### src/hw/rtl/bfd_pkg.sv
// ----------------------------------------------------------------------------
// bfd_pkg
// Shared types and constants of the beast frame deframer: phase codes, kind
// codes, sync and type bytes, register map and the result word layout.
// ----------------------------------------------------------------------------
`default_nettype none

package bfd_pkg;

   // framing bytes
   localparam logic [7:0] SYNC_BYTE   = 8'h1A;
   localparam logic [7:0] TYPE_MODEAC = 8'h31;
   localparam logic [7:0] TYPE_SHORT  = 8'h32;
   localparam logic [7:0] TYPE_LONG   = 8'h33;

   // number of timestamp bytes after the type byte
   localparam logic [3:0] STAMP_BYTES = 4'd6;

   // frame kind codes
   localparam logic [1:0] KIND_MODEAC = 2'd0;
   localparam logic [1:0] KIND_SHORT  = 2'd1;
   localparam logic [1:0] KIND_LONG   = 2'd2;

   // register map
   localparam int         CSR_ADDR_W       = 3;
   localparam logic       CSR_IDX_MODEAC   = 1'b0;

   // parser phase, one-hot
   typedef enum logic [4:0] {
      PH_HUNT    = 5'b00001,
      PH_TYPE    = 5'b00010,
      PH_STAMP   = 5'b00100,
      PH_LEVEL   = 5'b01000,
      PH_PAYLOAD = 5'b10000
   } phase_type;

   // one result word
   typedef struct packed {
      logic [1:0]  frame_kind;
      logic [7:0]  payload_byte;
      logic [3:0]  byte_index;
      logic        last_byte;
      logic [47:0] time_stamp;
      logic [7:0]  signal_level;
   } result_type;

endpackage

`default_nettype wire

### src/hw/rtl/bfd_parser.sv
// ----------------------------------------------------------------------------
// bfd_parser
// Frame state machine: sync hunt, type decode, timestamp and level capture,
// escape removal and payload word generation, one byte per step.
// ----------------------------------------------------------------------------
`default_nettype none

module bfd_parser #(
   parameter int MODEAC_LEN = 2,
   parameter int SHORT_LEN  = 7,
   parameter int LONG_LEN   = 14
) (
   input  wire logic               clock,
   input  wire logic               reset,
   input  wire logic               step,
   input  wire logic [7:0]         rx_byte,
   input  wire logic               modeac_enable,
   output logic                    emit,
   output bfd_pkg::result_type     result
);

   bfd_pkg::phase_type phase_ff, phase_in;
   logic        skip_ff, skip_in;
   logic [1:0]  kind_ff, kind_in;
   logic [3:0]  count_ff, count_in;
   logic [47:0] stamp_ff, stamp_in;
   logic [7:0]  level_ff, level_in;
   logic        suppress_ff, suppress_in;

   logic [4:0]  frame_len;
   logic        is_last;
   logic        is_sync;

   // payload length of the held kind
   always_comb begin
      case (kind_ff)
         bfd_pkg::KIND_MODEAC: frame_len = 5'(MODEAC_LEN);
         bfd_pkg::KIND_SHORT:  frame_len = 5'(SHORT_LEN);
         default:              frame_len = 5'(LONG_LEN);
      endcase
   end

   assign is_last = ({1'b0, count_ff} + 5'd1) >= frame_len;
   assign is_sync = rx_byte == bfd_pkg::SYNC_BYTE;

   // result word for the current byte
   assign result.frame_kind   = kind_ff;
   assign result.payload_byte = rx_byte;
   assign result.byte_index   = count_ff;
   assign result.last_byte    = is_last;
   assign result.time_stamp   = stamp_ff;
   assign result.signal_level = level_ff;

   // next state
   always_comb begin
      phase_in    = phase_ff;
      skip_in     = skip_ff;
      kind_in     = kind_ff;
      count_in    = count_ff;
      stamp_in    = stamp_ff;
      level_in    = level_ff;
      suppress_in = suppress_ff;
      emit        = 1'b0;
      if (skip_ff) begin
         // byte after an escape is dropped
         skip_in = 1'b0;
      end else begin
         unique case (phase_ff)
            bfd_pkg::PH_HUNT: begin
               if (is_sync) phase_in = bfd_pkg::PH_TYPE;
            end
            bfd_pkg::PH_TYPE: begin
               case (rx_byte) inside
                  bfd_pkg::SYNC_BYTE: phase_in = bfd_pkg::PH_TYPE;
                  bfd_pkg::TYPE_MODEAC, bfd_pkg::TYPE_SHORT, bfd_pkg::TYPE_LONG: begin
                     kind_in     = 2'(rx_byte - bfd_pkg::TYPE_MODEAC);
                     suppress_in = (kind_in == bfd_pkg::KIND_MODEAC) && !modeac_enable;
                     count_in    = 4'd0;
                     stamp_in    = 48'd0;
                     phase_in    = bfd_pkg::PH_STAMP;
                  end
                  default: phase_in = bfd_pkg::PH_HUNT;
               endcase
            end
            bfd_pkg::PH_STAMP: begin
               stamp_in = {stamp_ff[39:0], rx_byte};
               skip_in  = is_sync;
               count_in = count_ff + 4'd1;
               if (count_in >= bfd_pkg::STAMP_BYTES) begin
                  count_in = 4'd0;
                  phase_in = bfd_pkg::PH_LEVEL;
               end
            end
            bfd_pkg::PH_LEVEL: begin
               level_in = rx_byte;
               skip_in  = is_sync;
               count_in = 4'd0;
               phase_in = bfd_pkg::PH_PAYLOAD;
            end
            bfd_pkg::PH_PAYLOAD: begin
               skip_in = is_sync;
               emit    = !suppress_ff;
               if (is_last) begin
                  count_in = 4'd0;
                  phase_in = bfd_pkg::PH_HUNT;
               end else begin
                  count_in = count_ff + 4'd1;
               end
            end
            default: phase_in = bfd_pkg::PH_HUNT;
         endcase
      end
   end

   // state registers
   always_ff @(posedge clock) begin
      if (reset) begin
         phase_ff    <= bfd_pkg::PH_HUNT;
         skip_ff     <= 1'b0;
         kind_ff     <= bfd_pkg::KIND_MODEAC;
         count_ff    <= 4'd0;
         stamp_ff    <= 48'd0;
         level_ff    <= 8'd0;
         suppress_ff <= 1'b0;
      end else if (step) begin
         phase_ff    <= phase_in;
         skip_ff     <= skip_in;
         kind_ff     <= kind_in;
         count_ff    <= count_in;
         stamp_ff    <= stamp_in;
         level_ff    <= level_in;
         suppress_ff <= suppress_in;
      end
   end

endmodule

`default_nettype wire

### src/hw/rtl/beast_frame_deframer_core.sv
// A byte taken at the req port goes through the input register, then the parser
// logic into the result register, before its payload word shows at the rsp port.
// Throughput: one byte per clock; the input register keeps taking bytes while
// one result waits, and stalls only when both registers are held.
// Reset: synchronous; the parser returns to sync hunt, modeac_enable clears.
// ----------------------------------------------------------------------------
// beast_frame_deframer_core
// Byte stream deframer for beast binary frames with an APB register port.
// ----------------------------------------------------------------------------
`default_nettype none

module beast_frame_deframer_core #(
   parameter int MODEAC_LEN = 2,
   parameter int SHORT_LEN  = 7,
   parameter int LONG_LEN   = 14
) (
   input  wire logic                          clock,
   input  wire logic                          reset,
   // byte input
   input  wire logic                          req_valid,
   output logic                               req_stall,
   input  wire logic [7:0]                    req_rx_byte,
   // payload words
   output logic                               rsp_valid,
   input  wire logic                          rsp_stall,
   output logic [1:0]                         rsp_frame_kind,
   output logic [7:0]                         rsp_payload_byte,
   output logic [3:0]                         rsp_byte_index,
   output logic                               rsp_last_byte,
   output logic [47:0]                        rsp_time_stamp,
   output logic [7:0]                         rsp_signal_level,
   // register port
   input  wire logic                          psel,
   input  wire logic                          penable,
   input  wire logic                          pwrite,
   input  wire logic [bfd_pkg::CSR_ADDR_W-1:0] paddr,
   input  wire logic [31:0]                   pwdata,
   output logic [31:0]                        prdata,
   output logic                               pready
);

   logic                in_valid_ff, in_valid_in;
   logic [7:0]          in_byte_ff;
   logic                out_valid_ff, out_valid_in;
   bfd_pkg::result_type out_word_ff;
   logic                modeac_ff;

   logic                advance;
   logic                emit;
   bfd_pkg::result_type word;

   // register port
   assign pready = 1'b1;
   assign prdata = (paddr[2] == bfd_pkg::CSR_IDX_MODEAC) ? {31'd0, modeac_ff} : 32'd0;

   always_ff @(posedge clock) begin
      if (reset) begin
         modeac_ff <= 1'b0;
      end else if (psel && penable && pwrite && (paddr[2] == bfd_pkg::CSR_IDX_MODEAC)) begin
         modeac_ff <= pwdata[0];
      end
   end

   // pipeline control
   assign advance     = !out_valid_ff || !rsp_stall;
   assign req_stall   = in_valid_ff && !advance;
   assign in_valid_in = req_valid ? 1'b1 : (in_valid_ff && !advance);
   assign out_valid_in = advance ? (in_valid_ff && emit) : out_valid_ff;

   // input register
   always_ff @(posedge clock) begin
      if (reset) begin
         in_valid_ff <= 1'b0;
      end else if (!req_stall) begin
         in_valid_ff <= in_valid_in;
      end
   end

   always_ff @(posedge clock) begin
      if (req_valid && !req_stall) begin
         in_byte_ff <= req_rx_byte;
      end
   end

   // frame parser
   bfd_parser #(
      .MODEAC_LEN (MODEAC_LEN),
      .SHORT_LEN  (SHORT_LEN),
      .LONG_LEN   (LONG_LEN)
   ) u_parser (
      .clock         (clock),
      .reset         (reset),
      .step          (in_valid_ff && advance),
      .rx_byte       (in_byte_ff),
      .modeac_enable (modeac_ff),
      .emit          (emit),
      .result        (word)
   );

   // result register
   always_ff @(posedge clock) begin
      if (reset) begin
         out_valid_ff <= 1'b0;
      end else begin
         out_valid_ff <= out_valid_in;
      end
   end

   always_ff @(posedge clock) begin
      if (advance && in_valid_ff && emit) begin
         out_word_ff <= word;
      end
   end

   assign rsp_valid        = out_valid_ff;
   assign rsp_frame_kind   = out_word_ff.frame_kind;
   assign rsp_payload_byte = out_word_ff.payload_byte;
   assign rsp_byte_index   = out_word_ff.byte_index;
   assign rsp_last_byte    = out_word_ff.last_byte;
   assign rsp_time_stamp   = out_word_ff.time_stamp;
   assign rsp_signal_level = out_word_ff.signal_level;

endmodule

`default_nettype wire

### config.mk
export PLATFORM = sky130hd
export DESIGN_NAME = beast_frame_deframer_core
export DESIGN_NICKNAME = d
export VERILOG_FILES = /design/src/hw/rtl/bfd_pkg.sv /design/src/hw/rtl/bfd_parser.sv /design/src/hw/rtl/beast_frame_deframer_core.sv
export SDC_FILE = /design/constraint.sdc
export NUM_CORES = 1
export LEC_CHECK = 0
export BUFFER_PORTS_ARGS = -buffer_cell sky130_fd_sc_hd__buf_2
export CORE_MARGIN = 4
export CORE_UTILIZATION = 25
export DETAILED_ROUTE_END_ITERATION = 6
export PLACE_DENSITY = 0.45
export RECOVER_POWER = 50
export SKIP_CTS_REPAIR_TIMING = 1
export SLEW_MARGIN = 20
export SYNTH_ARGS = -nofsm -noshare
export SYNTH_HDL_FRONTEND = slang
export SYNTH_HIERARCHICAL = 1
export SYNTH_SLANG_ARGS = --single-unit
export TNS_END_PERCENT = 50
### constraint.sdc
create_clock -name clock -period 8 [get_ports clock]
set_input_delay 2.4 -clock clock [delete_from_list [all_inputs] [get_ports clock]]
set_output_delay 2.4 -clock clock [all_outputs]
set_load 0.05 [all_outputs]
==> impl_metrics.tcl, run 1 <==
set metrics [dict create \
    pin_count 156 \
    grt-busiest-layer "met2" \
    period_needed_ns 5.65 \
    ys_top_cells_by_count "edfxtp_1, dfxtp_1, nor2_1" \
    drt-initial-drc-count 124 \
    yosysUniqueCellTypes 50 \
    max_slew_margin -1.68 \
    placed_cells 804 \
    grt_pass1_wl_mm 20.1 \
    met1_usage 0.134 \
    overflow 0 \
    clkLatencyLatePin_ns 0.43 \
    clock_sinks 151 \
    max_freq_ghz 0.177 \
    worstSetupStartpointType "primary input" \
    cts_max_level 4 \
    grt_max_degree 76 \
    synth_edf_count 79 \
    yosysWarnings 6 \
    tns_ns 0 \
    yosysMostFrequentCell "edfxtp_1" \
    area_growth_pct 18.6 \
    row_count 55 \
    grt_pass1_vias 3691 \
    cp.required_ns 7.93 \
    num_antenna_cells 0 \
    holdWs_ns 0.434 \
    power.leakage_nw 2.56 \
    syn_inst 460 \
    fillCellCount 2318 \
    dieWidth_um 160 \
    yosys_most_used_dff "edfxtp_1" \
    ant_nets 0 \
    hp-class "flip-flop to flip-flop" \
    hpwl_mm 8.06 \
    synthArstFlopShare 0 \
    cts_tree "done" \
    cap_violations 2 \
    fin_crit_sh 0.706 \
    syn_area_um2 5800 \
    seq_area_frac_synth 0.658 \
    worstMarginPinSlew_ns 4.03 \
    core-area_um2 22700 \
    outcome "complete, but fails checks" \
    firstDrtPassIters 4 \
    hold_viol_final 0 \
    port_buffers 90 \
    ys_top_cells_by_area "edfxtp_1, dfxtp_1, a22oi_1" \
    drv_slew 148 \
    path_clk_slew_ns 0.06 \
    die_area_um2 25700 \
    gp_congestion 0.730 \
    peakVddDrop_mv 0.138 \
    synth_top_area_share 0.409 \
    vias_per_cell 4.42 \
    fin_cells 836 \
    track_usage 0.101 \
    synth-seq-cells 151 \
    critPathKind "primary input to flip-flop" \
    antenna_found_initial 0 \
    ctsRootBufferMaster "clkbuf_16" \
    layout-drive-gt1-share 0.151 \
    drc 0 \
    violations "max-capacitance violations, max-slew violations" \
    route.vias.total 3694 \
    start_util 0.255 \
    met2_usage 0.155 \
    rsz0062_at_grt "false" \
    clockBufferDepth 2 \
    setup_viol 0 \
    routed_wl_mm 12.8 \
    crit_arrival_ns 5.58 \
    finalNetCount 596 \
    yosys.area.top_type "edfxtp_1" \
    power_density_nw_per_um2 243 \
    fin_skew_ns 0.00855 \
    cp-end-kind "flip-flop" \
    die_h_um 160 \
    path_max_fanout 71 \
    synth_area_per_cell_um2 12.6 \
    grt_util_met3 0.0297 \
    numCtsBuffers 17 \
    wire_per_inst_um 15.4 \
]
-- metrics by stage --
stage	cell area, um2	setup WS (ns)	power [mW]	util
5_1_grt	6870	1.94	1.73	0.303
4_1_cts	6950	2.61	1.70	0.306
2_1_floorplan	5910	1.61	0.889	-
3_3_place_gp	6350	2.62	0.885	0.280
6_report	6870	2.35	1.67	0.303
3_5_place_dp	6350	2.61	0.886	0.280
-- sequential cells by signal, indices dropped and copies added, names as in the netlist, 5 cells and up --
signal,count
u_parser/stamp_ff,48
rsp_payload_byte,8
in_byte_ff,8
u_parser/level_ff,8
rsp_time_stamp,48
rsp_signal_level,8
u_parser/phase_ff,5
-- layer usage --
layer / vias to the layer above / wire length (um)
met1: 1793 / 6260
met4: 0 / 212
met2: 128 / 5650
met5: - / 0
li1: 1757 / -
met3: 16 / 712
-- final timing paths --
check / from / endpoint / slack, ns / cells past startpoint
setup reg to reg: u_parser/phase_ff[3] / rsp_time_stamp[13] / 3.13 / 6
hold / removal: u_parser/stamp_ff[43] / rsp_time_stamp[43] / 0.43 / 0
hold reg to reg: u_parser/stamp_ff[43] / rsp_time_stamp[43] / 0.43 / 0
setup / recovery: rsp_stall / rsp_time_stamp[13] / 2.35 / 3
-- where the power goes --
group          total (mW)  internal [mW]  switching, mW
Combinational      0.0516        0.00638         0.0452
Sequential          0.816          0.811        0.00540
Clock               0.803          0.452          0.351
Total                1.67           1.27          0.401
-- kinds of logic (layout without fill, tap and decap cells) --
kind of cell | count (synthesis) | count (layout) | synth area share
XOR/XNOR | 5 | 5 | 0.00756
buffers and inverters | 74 | 135 | 0.0773
flip-flops | 151 | 151 | 0.658
other | 2 | 32 | 0.00130
adder cells (fa/ha/maj) | 9 | 9 | 0.0190
AO/OA/AOI/OAI | 81 | 81 | 0.100
multiplexers | 14 | 14 | 0.0250
AND/OR/NAND/NOR | 124 | 124 | 0.111
-- layout by cell type (no fill, tap or decap), drive strengths merged, types with 2 or more instances in the layout --
cell type and instances:
a211o 2, a211oi 5, a21oi 8, a22oi 48
a31oi 2, and2 2, buf 38, clkbuf 73
clkinv 4, clkinvlp 2, conb 32, dfxtp 72
edfxtp 79, ha 8, inv 17, mux2i 13
nand2 15, nand2b 10, nand3 3, nand4 2
nor2 66, nor2b 3, nor3 4, nor3b 3
nor4 3, nor4b 3, o21ai 7, o22ai 2
o311ai 4, or2 3, xor2 4
-- area by class of cell --
type,count,area [um2],area share
clock buffers,18,439,0.0639
repair buffers,93,399,0.0581
clock inverters,14,159,0.0231
well taps,285,357,0.0519
multi-input cells,265,1670,0.243
inverters,10,37.5,0.00546
flip-flops and latches,151,3810,0.555
-- critical path: stages --
cell and delay [ns]:
clkbuf_1 0.13, a21oi_4 0.15, clkbuf_1 2.78
Note: power is estimated with default switching activity, not from simulation.
==> inputs of run 2 (changes only) <==
PLACE_DENSITY = 0.47   (was 0.45)
clock period = 4.9 ns   (was 8 ns; I/O delays follow)
==> run 2 against run 1 <==
Against the previous run:
- the flow still finishes with violations (max-capacitance violations, max-slew violations)
- critical path type is now primary input to primary output
- register-to-register slack got worse by 0.82 ns
- core utilization decreased by 0.18 points
- non-clock buffer count stayed put
- die area is the same
- power up 57%
- largest cell class unchanged
- cell count is the same
- via count decreased by 1.1%
- routed wire length is 1.3% lower
- largest power group unchanged
==> impl_metrics.tcl, run 2 (synthesis gave the netlist of run 1 again) <==
set metrics [dict create \
    peakVddDrop_mv 0.241 \
    fin_skew_ns 0.00895 \
    rsz0062_at_grt "false" \
    cp-end-kind "primary output" \
    critPathKind "primary input to primary output" \
    max_slew_margin -0.272 \
    power_density_nw_per_um2 384 \
    path_max_fanout 3 \
    cts_max_level 4 \
    row_count 55 \
    layout-drive-gt1-share 0.131 \
    route.vias.total 3652 \
    final_cell_area_um2 6830 \
    path_clk_slew_ns 0.06 \
    multi_input_area_um2 1670 \
    die_area_um2 25700 \
    holdWs_ns 0.432 \
    clockBufferDepth 2 \
    worstMarginPinSlew_ns 1.91 \
    hold_viol_final 0 \
    wire_per_inst_um 15.2 \
    hpwl_mm 8.29 \
    placed_area_um2 6360 \
    grt_pass1_wl_mm 20.0 \
    finalNetCount 596 \
    area_growth_pct 17.9 \
    drt-initial-drc-count 161 \
    port_buffers 90 \
    setup_viol 0 \
    outcome "complete, but fails checks" \
    num_antenna_cells 0 \
    routed_wl_mm 12.7 \
    drc 0 \
    final_common_cell "edfxtp_1" \
    fin_crit_sh 0.736 \
    violations "max-capacitance violations, max-slew violations" \
    gp_congestion 0.780 \
    drv_slew 42 \
    numCtsBuffers 17 \
    track_usage 0.0996 \
    ctsRootBufferMaster "clkbuf_16" \
    cts_tree "done" \
    start_util 0.255 \
    cp.required_ns 3.43 \
    grt_pass1_vias 3611 \
    fillCellCount 2305 \
    crit_arrival_ns 2.13 \
    vias_per_cell 4.37 \
    die_h_um 160 \
    pin_count 156 \
    clock_sinks 151 \
    period_needed_ns 3.60 \
    power.leakage_nw 2.29 \
    dieWidth_um 160 \
    clkLatencyLatePin_ns 0.41 \
    overflow 0 \
    grt_max_degree 72 \
    core-area_um2 22700 \
    firstDrtPassIters 5 \
    hp-class "flip-flop to flip-flop" \
    tns_ns 0 \
    ff_latch_area_um2 3810 \
    layout_common_cells "edfxtp_1, dfxtp_1, nor2_1" \
    antenna_found_initial 0 \
    ant_nets 0 \
    worstSetupStartpointType "primary input" \
    max_freq_ghz 0.277 \
    cap_violations 1 \
]
## run 2: changes by cell type in the layout (fill, tap and decap cells not counted), moves of 3 or more
cell,delta
clkbuf_1,+10
buf_2,-11
inv_6,+4
inv_8,-3
## run 2: per-layer routing
layer	track usage	vias up	wire length (um)
met3	0.0374	15	790
li1	-	1749	-
met2	0.149	125	5560
met5	0	-	0
met1	0.134	1763	6120
met4	0.0301	0	205
## run 2: through the flow
step                setup WS [ns]  power [mW]   util  cells
global placement             1.38        1.44  0.280    804
floorplan                    1.05        1.45      -    490
finish                       1.30        2.63  0.301    836
global route                 1.25        2.74  0.301    836
detailed placement           1.37        1.45  0.280    804
CTS                          1.37        2.68  0.304    836
## run 2: final cells by class
| type | instances | share of cell area |
|---|---|---|
| timing repair buffer | 93 | 0.0593 |
| sequential | 151 | 0.558 |
| inverter | 10 | 0.00549 |
| clock buffer | 19 | 0.0648 |
| clock inverter | 13 | 0.0159 |
| multi-input combinational | 265 | 0.244 |
| tap | 285 | 0.0522 |
## run 2: worst max-delay path, cell delays in order
cell      delay [ns]
clkbuf_1        0.18
nand3_1         0.13
inv_1           0.09
buf_2           0.26
## run 2: worst paths after layout
check,end,start,slack (ns),cells after the start
hold reg to reg,rsp_signal_level[4],u_parser/level_ff[4],0.43,0
hold / removal,rsp_signal_level[4],u_parser/level_ff[4],0.43,0
setup / recovery,req_stall,rsp_stall,1.30,4
setup reg to reg,u_parser/phase_ff[3],u_parser/count_ff[0],2.31,7
## run 2: power breakdown
part	switching (mW)	internal (mW)	leakage, nW
clock	0.533	0.676	0.266
sequential	0.00869	1.32	1.18
combinational	0.0733	0.0106	0.847
total	0.615	2.01	2.29
==> inputs of run 3 (changes only) <==
ABC_AREA = 1   (was unset)
PLACE_DENSITY = 0.45   (was 0.47)
clock period = 3.8 ns   (was 4.9 ns; I/O delays follow)
==> run 3 against run 2 <==
Against the previous run:
- via count rose by 7.1%
- worst setup slack worse by 0.44 ns
- the flow now finishes without violations
- clock-buffer cell count shrank 1
- hold slack got worse by 0.00061 ns
- critical endpoint unchanged
- area after synthesis rose by 1.3%
==> impl_metrics.tcl, run 3 <==
set metrics [dict create \
    ctsRootBufferMaster "clkbuf_16" \
    synth_top_area_share 0.404 \
    clockBufferDepth 2 \
    clock_sinks 151 \
    yosys.area.top_type "edfxtp_1" \
    power.leakage_nw 2.45 \
    critPathKind "primary input to primary output" \
    synth-seq-cells 151 \
    vias_per_cell 4.04 \
    yosysMostFrequentCell "nand2_1" \
    max_freq_ghz 0.340 \
    pin_count 156 \
    synth_area_per_cell_um2 10.5 \
    dieWidth_um 161 \
    total_power_mw 3.59 \
    die_h_um 161 \
    synthXorXnorAreaFrac 0.00447 \
    finalNetCount 701 \
    ys_top_cells_by_area "edfxtp_1, dfxtp_1, nand2_1" \
    area_growth_pct 18.8 \
    gp_congestion 0.784 \
    synth.mux.area_fraction 0 \
    outcome "finished clean" \
    layout_common_cells "nand2_1, edfxtp_1, dfxtp_1" \
    period_needed_ns 2.94 \
    grt_max_degree 57 \
    yosysWarnings 6 \
    routed_wl_mm 12.4 \
    port_buffers 90 \
    ys_top_cells_by_count "nand2_1, edfxtp_1, dfxtp_1" \
    setup_viol 0 \
    tns_ns 0 \
    synthSimpleGateAreaFrac 0.150 \
    num_antenna_cells 0 \
    cts_tree "done" \
    yosysUniqueCellTypes 28 \
    worstSetupStartpointType "primary input" \
    crit_arrival_ns 1.80 \
    cap_violations 0 \
    syn_area_um2 5870 \
    track_usage 0.0962 \
    clkLatencyLatePin_ns 0.42 \
    yosys_most_used_dff "edfxtp_1" \
    final_common_cell "nand2_1" \
    fin_crit_sh 0.775 \
    hold_viol_final 0 \
    path_max_fanout 3 \
    holdWs_ns 0.431 \
    synth_top_family_by_area "simple AND/OR/NAND/NOR gates" \
    firstDrtPassIters 4 \
    hp-class "flip-flop to flip-flop" \
    synth_compound_area_frac 0.0778 \
    grt_pass1_wl_mm 19.7 \
    drc 0 \
    cts_max_level 4 \
    drt-initial-drc-count 187 \
    route.vias.total 3910 \
    wire_per_inst_um 12.8 \
    row_count 55 \
    layout-drive-gt1-share 0.163 \
    hpwl_mm 8.56 \
    grt_pass1_vias 3833 \
    synth_edf_count 79 \
    seq_area_frac_synth 0.649 \
    fin_skew_ns 0.00696 \
    cp.required_ns 2.66 \
    holdPathStages 0 \
    yosys.area_share.adder 0.0170 \
    die_area_um2 26000 \
    overflow 0 \
    power_density_nw_per_um2 515 \
    max_slew_margin 0.0863 \
    start_util 0.257 \
    path_clk_slew_ns 0.06 \
    worstMarginPinSlew_ns 1.37 \
    reg2reg_depth 6 \
    drv_slew 0 \
    cp-end-kind "primary output" \
    core-area_um2 22800 \
    antenna_found_initial 0 \
    rsz0062_at_grt "false" \
    ant_nets 0 \
    synthArstFlopShare 0 \
    syn_inst 557 \
    numCtsBuffers 17 \
    peakVddDrop_mv 0.152 \
]
==> run 3: cell count changes in the layout (fill, tap and decap cells not counted), sizes merged, moves of 12 or more <==
cell | previous run | this run
a21oi | 8 | 64
mux2i | 13 | 0
nand3 | 3 | 17
nand2 | 15 | 142
inv | 18 | 50
nor2 | 66 | 45
a22oi | 48 | 0
buf | 29 | 41
==> run 3: stage by stage <==
stage               setup slack [ns]  area (um2)  instances  utilization
floorplan                      0.258        5990        587            -
global placement               0.772        6470        937        0.283
detailed placement             0.733        6470        937        0.283
finish                         0.857        6980        969        0.305
CTS                            0.884        7060        969        0.309
global route                   0.759        6980        969        0.305
==> run 3: cell families (layout without fill, tap and decap cells) <==
family,after synthesis,in the layout
compound gates,81,81
buf+inv,103,172
flops,151,151
simple gates,209,209
other cells,2,32
xor+xnor,3,3
fa+ha+maj,8,8
==> run 3: worst paths after layout <==
kind | start | end | slack, ns
hold / removal | u_parser/level_ff[3] | rsp_signal_level[3] | 0.43
setup / recovery | rsp_stall | req_stall | 0.86
hold reg to reg | u_parser/level_ff[3] | rsp_signal_level[3] | 0.43
setup reg to reg | u_parser/phase_ff[1] | rsp_frame_kind[1] | 1.03
==> run 3: power breakdown <==
part / switching (mW) / leakage, nW / internal (mW)
combinational: 0.173 / 0.969 / 0.0476
clock: 0.693 / 0.278 / 0.936
sequential: 0.0191 / 1.20 / 1.72
==> run 3: critical path, cell delays in order <==
cell     delay (ns)
buf_2          0.08
nand2_1        0.07
inv_1          0.09
nand2_1        0.10
inv_1          0.07
buf_2          0.25
==> run 3: metal layers <==
layer | track usage | wire length (um) | up-vias
met1 | 0.121 | 5560 | 1811
met5 | 0 | 0 | -
met3 | 0.0324 | 826 | 22
met4 | 0.0384 | 216 | 0
met2 | 0.153 | 5820 | 138
li1 | - | - | 1939
==> run 3: area by class of cell <==
type,instances,area [um2]
clock buffers,18,439
repair buffers,96,438
fillers,2407,15900
well taps,313,392
clock inverters,14,141
inverters,44,165
flip-flops and latches,151,3810
multi-input cells,333,1590
